**src/smfp_pkg.sv**
```systemverilog
package smfp_pkg;

	localparam int unsigned VARLEN_MAX_DEF = 4;

	localparam logic [31:0] MAGIC_MTHD = 32'h4D54_6864;
	localparam logic [31:0] MAGIC_MTRK = 32'h4D54_726B;
	localparam logic [31:0] HEADER_LEN = 32'd6;

	localparam logic [7:0] STATUS_META    = 8'hFF;
	localparam logic [7:0] STATUS_SYSEX   = 8'hF0;
	localparam logic [7:0] STATUS_SYSEX_E = 8'hF7;

	localparam logic [2:0] KIND_HEADER  = 3'd0;
	localparam logic [2:0] KIND_CHANNEL = 3'd1;
	localparam logic [2:0] KIND_META    = 3'd2;
	localparam logic [2:0] KIND_SYSEX   = 3'd3;
	localparam logic [2:0] KIND_EMPTY   = 3'd4;
	localparam logic [2:0] KIND_ERROR   = 3'd5;

	localparam logic [3:0] ERR_NONE       = 4'd0;
	localparam logic [3:0] ERR_BAD_MTHD   = 4'd1;
	localparam logic [3:0] ERR_HDR_LEN    = 4'd2;
	localparam logic [3:0] ERR_FORMAT2    = 4'd3;
	localparam logic [3:0] ERR_BAD_FORMAT = 4'd4;
	localparam logic [3:0] ERR_SMPTE      = 4'd5;
	localparam logic [3:0] ERR_BAD_MTRK   = 4'd6;
	localparam logic [3:0] ERR_BAD_STATUS = 4'd7;
	localparam logic [3:0] ERR_VARLEN     = 4'd8;
	localparam logic [3:0] ERR_OVERRUN    = 4'd9;

	typedef enum logic [15:0] {
		PH_MAGIC     = 16'b0000_0000_0000_0001,
		PH_HLEN      = 16'b0000_0000_0000_0010,
		PH_FMT       = 16'b0000_0000_0000_0100,
		PH_NTRK      = 16'b0000_0000_0000_1000,
		PH_DIV       = 16'b0000_0000_0001_0000,
		PH_TMAGIC    = 16'b0000_0000_0010_0000,
		PH_TLEN      = 16'b0000_0000_0100_0000,
		PH_DELTA     = 16'b0000_0000_1000_0000,
		PH_STATUS    = 16'b0000_0001_0000_0000,
		PH_META_TYPE = 16'b0000_0010_0000_0000,
		PH_BODY_LEN  = 16'b0000_0100_0000_0000,
		PH_BODY      = 16'b0000_1000_0000_0000,
		PH_DATA1     = 16'b0001_0000_0000_0000,
		PH_DATA2     = 16'b0010_0000_0000_0000,
		PH_DONE      = 16'b0100_0000_0000_0000,
		PH_HALT      = 16'b1000_0000_0000_0000
	} phase_t;

	typedef struct packed {
		logic [7:0] data_byte;
		logic       new_file;
	} byte_t;

	typedef struct packed {
		logic [2:0]  kind;
		logic [27:0] delta_time;
		logic [7:0]  status_byte;
		logic [7:0]  first_data;
		logic [7:0]  second_data;
		logic [27:0] body_length;
		logic        file_format;
		logic [15:0] track_count;
		logic [14:0] ticks_per_quarter;
		logic [3:0]  error_code;
		logic        track_end;
		logic [15:0] track_index;
	} event_t;

endpackage

```
**src/smfp_core.sv**
```systemverilog
module smfp_core import smfp_pkg::*; #(
	parameter int unsigned MAX_VARLEN_BYTES = VARLEN_MAX_DEF
) (
	input  logic   clk,
	input  logic   arst_n,
	input  logic   step,
	input  byte_t  item,
	output logic   res_valid,
	output event_t res
);

	localparam int unsigned VLW = $clog2(MAX_VARLEN_BYTES + 1);
	localparam logic [VLW-1:0] VL_LIMIT = VLW'(MAX_VARLEN_BYTES);

	phase_t         phase_q, phase_d, cur_phase;
	logic [2:0]     fbc_q, fbc_d, cur_fbc;
	logic [31:0]    asm_q, asm_d, cur_asm;
	logic [31:0]    tbl_q, tbl_d, cur_tbl;
	logic [15:0]    tot_q, tot_d, cur_tot;
	logic [15:0]    ct_q, ct_d, cur_ct;
	logic [27:0]    da_q, da_d, cur_da;
	logic [VLW-1:0] vb_q, vb_d, cur_vb;
	logic [7:0]     hs_q, hs_d, cur_hs;
	logic [7:0]     hd_q, hd_d, cur_hd;
	logic [27:0]    bl_q, bl_d, cur_bl;
	logic [27:0]    bt_q, bt_d, cur_bt;

	logic [7:0]     b;
	logic [31:0]    asm_c;
	logic [2:0]     fbc_c;
	logic           full4, full2;
	logic [VLW-1:0] vb_c;
	logic           vl_over;
	logic [31:0]    tbl_c;
	logic [15:0]    ct_n;
	logic           is_evt;

	assign b = item.data_byte;

	always_comb begin
		if (item.new_file) begin
			cur_phase = PH_MAGIC;
			cur_fbc   = '0;
			cur_asm   = '0;
			cur_tbl   = '0;
			cur_tot   = '0;
			cur_ct    = '0;
			cur_da    = '0;
			cur_vb    = '0;
			cur_hs    = '0;
			cur_hd    = '0;
			cur_bl    = '0;
			cur_bt    = '0;
		end else begin
			cur_phase = phase_q;
			cur_fbc   = fbc_q;
			cur_asm   = asm_q;
			cur_tbl   = tbl_q;
			cur_tot   = tot_q;
			cur_ct    = ct_q;
			cur_da    = da_q;
			cur_vb    = vb_q;
			cur_hs    = hs_q;
			cur_hd    = hd_q;
			cur_bl    = bl_q;
			cur_bt    = bt_q;
		end
	end

	assign asm_c   = {cur_asm[23:0], b};
	assign fbc_c   = cur_fbc + 3'd1;
	assign full4   = (fbc_c >= 3'd4);
	assign full2   = (fbc_c >= 3'd2);
	assign vb_c    = cur_vb + VLW'(1);
	assign vl_over = b[7] && (vb_c >= VL_LIMIT);
	assign tbl_c   = cur_tbl - 32'd1;
	assign ct_n    = cur_ct + 16'd1;
	assign is_evt  = (cur_phase inside {PH_DELTA, PH_STATUS, PH_META_TYPE, PH_BODY_LEN,
		PH_BODY, PH_DATA1, PH_DATA2});

	always_comb begin
		logic       failed;
		logic [3:0] err;
		logic       done;
		logic [7:0] second;

		failed    = 1'b0;
		err       = ERR_NONE;
		done      = 1'b0;
		second    = '0;
		res       = '0;
		res_valid = 1'b0;
		phase_d   = cur_phase;
		fbc_d     = cur_fbc;
		asm_d     = cur_asm;
		tbl_d     = cur_tbl;
		tot_d     = cur_tot;
		ct_d      = cur_ct;
		da_d      = cur_da;
		vb_d      = cur_vb;
		hs_d      = cur_hs;
		hd_d      = cur_hd;
		bl_d      = cur_bl;
		bt_d      = cur_bt;

		if (is_evt) begin
			tbl_d = tbl_c;
		end

		unique case (cur_phase)
			PH_MAGIC: begin
				asm_d = asm_c;
				fbc_d = full4 ? 3'd0 : fbc_c;
				if (full4) begin
					if (asm_c != MAGIC_MTHD) begin
						failed = 1'b1;
						err    = ERR_BAD_MTHD;
					end else begin
						phase_d = PH_HLEN;
					end
				end
			end
			PH_HLEN: begin
				asm_d = asm_c;
				fbc_d = full4 ? 3'd0 : fbc_c;
				if (full4) begin
					if (asm_c != HEADER_LEN) begin
						failed = 1'b1;
						err    = ERR_HDR_LEN;
					end else begin
						phase_d = PH_FMT;
					end
				end
			end
			PH_FMT: begin
				asm_d = asm_c;
				fbc_d = full2 ? 3'd0 : fbc_c;
				if (full2) begin
					if (asm_c[15:0] == 16'd2) begin
						failed = 1'b1;
						err    = ERR_FORMAT2;
					end else if (asm_c[15:0] > 16'd1) begin
						failed = 1'b1;
						err    = ERR_BAD_FORMAT;
					end else begin
						hd_d    = {7'd0, asm_c[0]};
						phase_d = PH_NTRK;
					end
				end
			end
			PH_NTRK: begin
				asm_d = asm_c;
				fbc_d = full2 ? 3'd0 : fbc_c;
				if (full2) begin
					tot_d   = asm_c[15:0];
					phase_d = PH_DIV;
				end
			end
			PH_DIV: begin
				asm_d = asm_c;
				fbc_d = full2 ? 3'd0 : fbc_c;
				if (full2) begin
					if (asm_c[15]) begin
						failed = 1'b1;
						err    = ERR_SMPTE;
					end else begin
						res_valid             = 1'b1;
						res.kind              = KIND_HEADER;
						res.file_format       = cur_hd[0];
						res.track_count       = cur_tot;
						res.ticks_per_quarter = asm_c[14:0];
						ct_d                  = '0;
						phase_d               = (cur_tot != 16'd0) ? PH_TMAGIC : PH_DONE;
					end
				end
			end
			PH_TMAGIC: begin
				asm_d = asm_c;
				fbc_d = full4 ? 3'd0 : fbc_c;
				if (full4) begin
					if (asm_c != MAGIC_MTRK) begin
						failed = 1'b1;
						err    = ERR_BAD_MTRK;
					end else begin
						phase_d = PH_TLEN;
					end
				end
			end
			PH_TLEN: begin
				asm_d = asm_c;
				fbc_d = full4 ? 3'd0 : fbc_c;
				if (full4) begin
					tbl_d = asm_c;
					da_d  = '0;
					vb_d  = '0;
					if (asm_c == 32'd0) begin
						res_valid       = 1'b1;
						res.kind        = KIND_EMPTY;
						res.track_end   = 1'b1;
						res.track_index = cur_ct;
						ct_d            = ct_n;
						phase_d         = (ct_n >= cur_tot) ? PH_DONE : PH_TMAGIC;
					end else begin
						phase_d = PH_DELTA;
					end
				end
			end
			PH_DELTA: begin
				da_d = {cur_da[20:0], b[6:0]};
				vb_d = vb_c;
				if (!b[7]) begin
					vb_d    = '0;
					phase_d = PH_STATUS;
				end else if (vl_over) begin
					failed = 1'b1;
					err    = ERR_VARLEN;
				end
			end
			PH_STATUS: begin
				hs_d = b;
				hd_d = '0;
				bt_d = '0;
				vb_d = '0;
				if (b == STATUS_META) begin
					phase_d = PH_META_TYPE;
				end else if (b == STATUS_SYSEX || b == STATUS_SYSEX_E) begin
					phase_d = PH_BODY_LEN;
				end else if (b[7] && b[7:4] != 4'hF) begin
					phase_d = PH_DATA1;
				end else begin
					failed = 1'b1;
					err    = ERR_BAD_STATUS;
				end
			end
			PH_META_TYPE: begin
				hd_d    = b;
				phase_d = PH_BODY_LEN;
			end
			PH_BODY_LEN: begin
				bt_d = {cur_bt[20:0], b[6:0]};
				vb_d = vb_c;
				if (!b[7]) begin
					vb_d = '0;
					if (bt_d == 28'd0) begin
						done = 1'b1;
					end else begin
						bl_d    = bt_d;
						phase_d = PH_BODY;
					end
				end else if (vl_over) begin
					failed = 1'b1;
					err    = ERR_VARLEN;
				end
			end
			PH_BODY: begin
				bl_d = cur_bl - 28'd1;
				if (bl_d == 28'd0) begin
					done = 1'b1;
				end
			end
			PH_DATA1: begin
				hd_d = b;
				if (cur_hs[7:4] == 4'hC || cur_hs[7:4] == 4'hD) begin
					done = 1'b1;
				end else begin
					phase_d = PH_DATA2;
				end
			end
			PH_DATA2: begin
				second = b;
				done   = 1'b1;
			end
			default: begin
			end
		endcase

		if (is_evt && !failed && !done && tbl_c == 32'd0) begin
			failed = 1'b1;
			err    = ERR_OVERRUN;
		end

		if (done && !failed) begin
			res_valid = 1'b1;
			if (hs_d == STATUS_META) begin
				res.kind        = KIND_META;
				res.body_length = bt_d;
			end else if (hs_d == STATUS_SYSEX || hs_d == STATUS_SYSEX_E) begin
				res.kind        = KIND_SYSEX;
				res.body_length = bt_d;
			end else begin
				res.kind        = KIND_CHANNEL;
				res.second_data = second;
			end
			res.delta_time  = cur_da;
			res.status_byte = hs_d;
			res.first_data  = hd_d;
			res.track_index = cur_ct;
			res.track_end   = (tbl_c == 32'd0);
			da_d            = '0;
			vb_d            = '0;
			if (tbl_c == 32'd0) begin
				ct_d    = ct_n;
				phase_d = (ct_n >= cur_tot) ? PH_DONE : PH_TMAGIC;
			end else begin
				phase_d = PH_DELTA;
			end
		end

		if (failed) begin
			res             = '0;
			res_valid       = 1'b1;
			res.kind        = KIND_ERROR;
			res.error_code  = err;
			res.track_index = cur_ct;
			phase_d         = PH_HALT;
		end
	end

	always_ff @(posedge clk or negedge arst_n) begin
		if (!arst_n) begin
			phase_q <= PH_MAGIC;
			fbc_q   <= '0;
			asm_q   <= '0;
			tbl_q   <= '0;
			tot_q   <= '0;
			ct_q    <= '0;
			da_q    <= '0;
			vb_q    <= '0;
			hs_q    <= '0;
			hd_q    <= '0;
			bl_q    <= '0;
			bt_q    <= '0;
		end else if (step) begin
			phase_q <= phase_d;
			fbc_q   <= fbc_d;
			asm_q   <= asm_d;
			tbl_q   <= tbl_d;
			tot_q   <= tot_d;
			ct_q    <= ct_d;
			da_q    <= da_d;
			vb_q    <= vb_d;
			hs_q    <= hs_d;
			hd_q    <= hd_d;
			bl_q    <= bl_d;
			bt_q    <= bt_d;
		end
	end

endmodule

```
**src/midi_file_stream_parser_unit.sv**
```systemverilog
// channel   | payload   | direction | handshake
// ----------+-----------+-----------+-------------------------
// byte      | byte_t    | in        | byte_valid / byte_stall
// event     | event_t   | out       | event_valid / event_stall
//
// One file byte per cycle while byte_stall is low. A byte is held in the input
// register; when it leaves, the parser state and the result register update
// together, so a result is registered with its last byte, at most one per byte.
// arst_n clears the parser to the header magic and empties both registers.
// event_stall holds the result register; byte_stall rises only when the input
// register is full and the result register cannot move.
module midi_file_stream_parser_unit import smfp_pkg::*; #(
	parameter int unsigned MAX_VARLEN_BYTES = VARLEN_MAX_DEF
) (
	input  logic   clk,
	input  logic   arst_n,
	input  logic   byte_valid,
	output logic   byte_stall,
	input  byte_t  byte_data,
	output logic   event_valid,
	input  logic   event_stall,
	output event_t event_data
);

	logic   valid_s1;
	byte_t  item_s1;
	logic   valid_s2;
	event_t res_s2;
	logic   advance;
	logic   step;
	logic   res_valid;
	event_t res;

	assign advance    = !valid_s2 || !event_stall;
	assign step       = valid_s1 && advance;
	assign byte_stall = valid_s1 && !advance;

	always_ff @(posedge clk or negedge arst_n) begin
		if (!arst_n) begin
			valid_s1 <= 1'b0;
		end else if (!byte_stall) begin
			valid_s1 <= byte_valid;
		end
	end

	always_ff @(posedge clk) begin
		if (byte_valid && !byte_stall) begin
			item_s1 <= byte_data;
		end
	end

	smfp_core #(
		.MAX_VARLEN_BYTES(MAX_VARLEN_BYTES)
	) u_core (
		.clk      (clk),
		.arst_n   (arst_n),
		.step     (step),
		.item     (item_s1),
		.res_valid(res_valid),
		.res      (res)
	);

	always_ff @(posedge clk or negedge arst_n) begin
		if (!arst_n) begin
			valid_s2 <= 1'b0;
		end else if (advance) begin
			valid_s2 <= step && res_valid;
		end
	end

	always_ff @(posedge clk) begin
		if (step && res_valid) begin
			res_s2 <= res;
		end
	end

	assign event_valid = valid_s2;
	assign event_data  = res_s2;

`ifndef SYNTHESIS
	a_err_code: assert property (@(posedge clk) disable iff (!arst_n)
		event_valid && event_data.kind == KIND_ERROR |-> event_data.error_code != ERR_NONE)
		else $error("error result without error code");
	a_no_code: assert property (@(posedge clk) disable iff (!arst_n)
		event_valid && event_data.kind != KIND_ERROR |-> event_data.error_code == ERR_NONE)
		else $error("error code on non-error result");
	a_empty_eot: assert property (@(posedge clk) disable iff (!arst_n)
		event_valid && event_data.kind == KIND_EMPTY |-> event_data.track_end)
		else $error("empty track without end of track");
	a_header: assert property (@(posedge clk) disable iff (!arst_n)
		event_valid && event_data.kind == KIND_HEADER
		|-> !event_data.track_end && event_data.track_index == 16'd0)
		else $error("header result with track fields set");
	a_stall_hold: assert property (@(posedge clk) disable iff (!arst_n)
		byte_stall |-> valid_s1 && valid_s2 && event_stall)
		else $error("input stalled while result register free");
`endif

endmodule

```
**config.mk**
```make
export PLATFORM = sky130hd
export DESIGN_NAME = midi_file_stream_parser_unit
export DESIGN_NICKNAME = d
export VERILOG_FILES = /design/src/smfp_pkg.sv /design/src/smfp_core.sv /design/src/midi_file_stream_parser_unit.sv
export SDC_FILE = /design/constraint.sdc
export NUM_CORES = 1
export LEC_CHECK = 0
export BUFFER_PORTS_ARGS = -buffer_cell sky130_fd_sc_hd__buf_4
export CAP_MARGIN = 20
export CORE_ASPECT_RATIO = 0.7
export CORE_UTILIZATION = 45
export CTS_BUF_LIST = sky130_fd_sc_hd__clkbuf_2
export DETAILED_ROUTE_END_ITERATION = 6
export SLEW_MARGIN = 5
export SYNTH_ARGS = -nofsm -noshare
export SYNTH_HDL_FRONTEND = slang
export SYNTH_SLANG_ARGS = --single-unit
```
**constraint.sdc**
```tcl
create_clock -name clk -period 20.2 [get_ports clk]
set_clock_uncertainty 0.15 [all_clocks]
set_input_delay 3.03 -clock clk [delete_from_list [all_inputs] [get_ports clk]]
set_output_delay 3.03 -clock clk [all_outputs]
set_load 0.05 [all_outputs]
```
# Yosys cells after proc, flatten, opt, wreduce, memory -nomap -nowiden
# Cells that the tools add are included.
# word_totals
word_cells	242
out_inout_bits	138
regBits	357
inputBits	13
# op_classes
order_cmp	5
bitwise_logic	5
add_sub_neg	5
n_reduce_logical	36
muxes	135
n_eq_ne	27
# op_table
cell	n
16-bit two-way mux	36
28-bit two-way mux	9
16-bit one-hot mux with 12 select lines	1
28-bit one-hot mux with 2 select lines	3
32-bit two-way mux	4
83-bit two-way mux	1
8-bit two-way mux	9
17-bit two-way mux	4
32-bit logical NOT	2
32-bit by 31-bit != test with 1-bit output, second input constant	2
28-bit logical NOT	2
8-bit == test, second input constant	6
24-bit two-way mux	2
4-bit two-way mux	11
3-bit two-way mux	14
16-bit by 2-bit == test with 1-bit output, second input constant	2
32-bit by 3-bit != test with 1-bit output, second input constant	1
16-bit one-hot mux with 2 select lines	1
32-bit by 1-bit subtractor with 32-bit output, second input constant	1
15-bit two-way mux	2
1-bit two-way mux	28
4-bit one-hot mux with 7 select lines	1
28-bit by 1-bit subtractor with 28-bit output, second input constant	1
8-bit one-hot mux with 3 select lines	1
38 further kinds	69

# Logic depth before layout (Yosys ltp)
# logic_depth
depth_word	17
depth_mapped	24
ltp_nobuf	19

# By module
# From an unflattened synthesis, not the netlist that was laid out.
# hier_totals
hier_cells	1944
hier_area_um2	19328.5
# modules_own_cells
module	cells_per_inst	n_inst	area_each_um2	seq_area_each_um2
smfp_core	1788	1	14875.5	5256.3
midi_file_stream_parser_unit	156	1	4453.0	4404.2

# Least setup slack after synthesis
# OpenSTA, ideal clock, no wires.
# synth_path
kind	reg-to-reg
from	register item_s1[0] (netlist bit)
to	register res_s2 (netlist bit event_data[0]) (enable)
slack_ns	9.092
path_buffers	9
path_stages_with_launch	21
t_arrival_ns	10.324
period_less_slack_ns	11.108
path_cell_list	edfxtp_1 > buf_2 > inv_1 > clkbuf_1 > clkbuf_1 > clkbuf_1 > clkbuf_1 > clkbuf_1 > clkbuf_1 > nand2_1 > ha_1 > clkbuf_1 > o21ai_1 > clkbuf_1 > nor3_1 > a21oi_1 > nand4_1 > nor4_1 > nand4b_1 > and3_1 > nor2_1
# synth_between
elab_chain_len	17
# synth_rtl
item	line	rtl
from (decl)	midi_file_stream_parser_unit.sv:26	byte_t item_s1;
from (signal assigned)	midi_file_stream_parser_unit.sv:48	item_s1 <= byte_data;
parallel branches: the longest is 15 deep, another holds 28-bit by 1-bit subtractor with 28-bit output	-	
1-bit two-way mux (*)	smfp_core.sv:309	if (failed) begin
1-bit logical AND (*)	midi_file_stream_parser_unit.sv:72	if (step && res_valid) begin
to (signal assigned)	midi_file_stream_parser_unit.sv:73	res_s2 <= res;
to (decl)	midi_file_stream_parser_unit.sv:28	event_t res_s2;
# Mark *: on every way between the ends.
# A chain may end at the register's enable or synchronous reset.

# Worst setup path after layout
# layout_path
from	register item_s1[0] (netlist bit)
to	register res_s2 (netlist bit event_data[21]) (enable)
# The elaborated chain is that of the path after synthesis.

==> results.sh <==
export IMPL_firstDrtPassIters=7
export IMPL_cts_max_level=3
export IMPL_crit_top_cell="buf_4"
export IMPL_setup_tns_ps=0
export IMPL_worstPathRequired_ps=20730
export IMPL_root_buffer="clkbuf_2"
export IMPL_place_hpwl_um=42000
export IMPL_vias_per_cell=6.26
export IMPL_synth_fa_ha_area_frac=0.0148
export IMPL_path_cells="buf_4 -> inv_2 -> nand2_1 -> ha_1 -> nor4b_1 -> nand2b_1 -> nand4_1 -> nand3_1 -> o211ai_1 -> nor4_1 -> nand4b_1 -> and3_1 -> nor2_4 -> buf_4"
export IMPL_grt_pass1_vias=16300
export IMPL_wl_per_cell_um=22.5
export IMPL_synth_top_cell_area_share=0.272
export IMPL_place_inst=2636
export IMPL_synth_edff_count=145
export IMPL_arrival_ps=7520
export IMPL_clock_sinks=357
export IMPL_io_buffers=150
export IMPL_power_density_nw_per_um2=86.4
export IMPL_start_util=0.457
export IMPL_cts_buffer_depth=3
export IMPL_dieHeight_um=176
export IMPL_coreArea_um2=42500
export IMPL_clk_pin_slew_worst_paths_ps=100
export IMPL_grt_first_pass_wirelength_um=97500
export IMPL_max_slew_margin_rel=0.293
export IMPL_period_minus_slack_ps=6990
export IMPL_rsz0062_at_grt="false"
export IMPL_num_rows=63
export IMPL_boundaryPins=151
export IMPL_post_route_period_util=0.346
export IMPL_critPathMaxStageDelay_ps=890
export IMPL_ant_nets=0
export IMPL_gp_congestion=1.01
export IMPL_hold_depth=2
export IMPL_synth_compound_area_frac=0.211
export IMPL_cts_resized_gates=0
export IMPL_p_leak_nw=9.06
export IMPL_grt_overflow=0
export IMPL_status="finished with violations"
export IMPL_final_cells=2806
export IMPL_fmax_ghz=0.143
export IMPL_synth_area_top_cells="dfrtp_1 (27%), edfxtp_1 (22%), a22oi_1 (4.3%)"
export IMPL_synth_top_family_by_area="simple AND/OR/NAND/NOR gates"
export IMPL_final_hold_violation_count=0
export IMPL_min_path_type="flop to flop"
export IMPL_final_max_slew_viol_count=0
export IMPL_final_setup_viol_count=0
export IMPL_drt_iter0_markers=2064
export IMPL_r2r_cells=14
export IMPL_cts_tree="yes"
export IMPL_crit_slowest_cell="buf_4"
export IMPL_ys_seq_area_frac=0.497
export IMPL_die_area_um2=44000
export IMPL_syn_inst=2048
export IMPL_ys_warn_count=0
export IMPL_worstMarginPinSlew_ps=1050
export IMPL_finalWirelength_um=63200
export IMPL_grt_max_degree=170
export IMPL_grtUsageTotal=0.285
export IMPL_async_reset_ff_frac=0.594
export IMPL_p_total_mw=1.89
export IMPL_startpoint_type="flop"
export IMPL_vias=17600
export IMPL_endpoint_kind="flop"
export IMPL_post_cts_buffers=0
export IMPL_dieWidth_um=250
export IMPL_muxShareOfSynthArea=0.00682
export IMPL_clock_latency_ps=1120
export IMPL_synth_xor_area_frac=0.0149
export IMPL_cts_hold_buf=0
export IMPL_synth_area_um2=19400
export IMPL_synth_seq_cells=357
export IMPL_maxCapViolCount=0
export IMPL_layout_nets=2213
export IMPL_failed_checks="design-rule violations"
export IMPL_syn_to_final_growth_pct=12.8
export IMPL_cts_buffers=88
export IMPL_antenna_found_initial=3
export IMPL_yosys_area_share_simple=0.217
export IMPL_drc=8
export IMPL_netlist_cell_type_count=92
export IMPL_synth_top_area_cell="dfrtp_1"
export IMPL_worst_path_max_fanout=82
export IMPL_drive_above_1_share=0.172
export IMPL_syn_nets=2084
export IMPL_vdd_drop_max_v=0.0000444
export IMPL_crit_type="flop to flop"
export IMPL_synth_ff_type="dfrtp_1"
export IMPL_avgSynthCellArea_um2=9.49
## final cells by class
class / instances / area (um^2)
diodes: 1 / 2.50
clock buffers: 130 / 651
clock inverters: 36 / 206
fillers: 3947 / 20600
inverters: 31 / 116
multi-input cells: 1504 / 9100
flip-flops and latches: 357 / 9660
well taps: 552 / 691
repair buffers: 195 / 1490
## per-stage QoR
step / cell area, um^2 / utilization / worst slack [ps] / hold WS, ps
floorplan: 19400 / - / 9090 / 292
CTS: 21900 / 0.515 / 13360 / 341
finish: 21900 / 0.516 / 13210 / 340
global placement: 21000 / 0.495 / 13540 / 307
global route: 21900 / 0.516 / 12900 / 363
detailed placement: 21000 / 0.495 / 13410 / 314
## cell usage after synthesis, types with 9 or more instances
master    number
nand2_1      211
a32oi_1       10
a31oi_1       15
nand2b_1      15
or3_1         22
ha_1          23
xor2_1        21
dfrtp_1      211
o31ai_1       16
nor2_1       197
o21ai_1       11
a21o_1        16
a22oi_1      112
nor4_1        40
xnor2_1       12
o211ai_1      17
and3_1        18
nor2b_1       46
inv_1         30
clkbuf_1     142
o21ai_0      163
nand4_1       36
a21oi_1       98
a211o_1        9
a22o_1        56
and2_1        41
mux2_2        10
nor4b_1       10
edfxtp_1     145
nor3_1        53
nand3_1       64
or4_1         21
nand4b_1      11
## cell families (layout without fill, tap and decap cells)
family / after synthesis / after routing
simple gates: 827 / 827
compound gates: 609 / 609
flops: 357 / 357
buf+inv: 187 / 392
xor+xnor: 33 / 33
fa+ha+maj: 23 / 23
mux: 12 / 12
other cells: 0 / 1
## layout by cell type (no fill, tap or decap), types with 22 or more instances in the layout
master and n:
a21oi_1 98, a22o_1 56, a22oi_1 112, and2_1 41, buf_4 190, clkbuf_2 130
clkinv_1 24, dfrtp_1 211, edfxtp_1 145, ha_1 23, inv_1 29, nand2_1 210
nand3_1 64, nand4_1 36, nor2_1 194, nor2b_1 46, nor3_1 52, nor4_1 38
o21ai_0 163, or3_1 22
## critical path, delay by kind of cell, from the launching register on
kind            cells  cell delay [ps]
compound gates      1              130
simple gates        9             3770
buf+inv             3             1690
flops               1              330
fa+ha+maj           1              410
## path summary, 6_finish.rpt
kind | endpoint | from | slack (ps)
max in group asynchronous | u_core.tot_q[15] | arst_n | 16620
worst min register to register | u_core.tot_q[6] | u_core.tot_q[6] | 340
worst max-delay path | event_data[21] | item_s1[0] | 13210
worst min-delay path | u_core.tot_q[6] | u_core.tot_q[6] | 340
worst max register to register | event_data[21] | item_s1[0] | 13210
min in group asynchronous | u_core.bl_q[11] | arst_n | 1740
## power by group
| group | total [mW] | internal (mW) | switching (mW) |
|---|---|---|---|
| clock | 0.517 | 0.192 | 0.325 |
| sequential | 0.920 | 0.803 | 0.116 |
| combinational | 0.457 | 0.155 | 0.303 |
## metal layers
layer  global-route usage  routed length (um)  part of all wire
met1                0.448               30300              0.48
met2                0.378               25100              0.40
met3               0.0790                6650              0.11
met4               0.0703                1180             0.019
met5                    0                   0                 0
## flip-flops by register name (all words and copies together) (netlist names)
signal and count:
valid_s1 1, u_core.asm_q 24, u_core.fbc_q 3, u_core.bt_q 28, u_core.bl_q 28, u_core.hd_q 8, u_core.da_q 28, u_core.hs_q 8
u_core.vb_q 3, u_core.phase_q 16, event_data 136, item_s1 9, event_valid 1, u_core.ct_q 16, u_core.tot_q 16, u_core.tbl_q 32
Note: power is estimated with default switching activity, not from simulation.
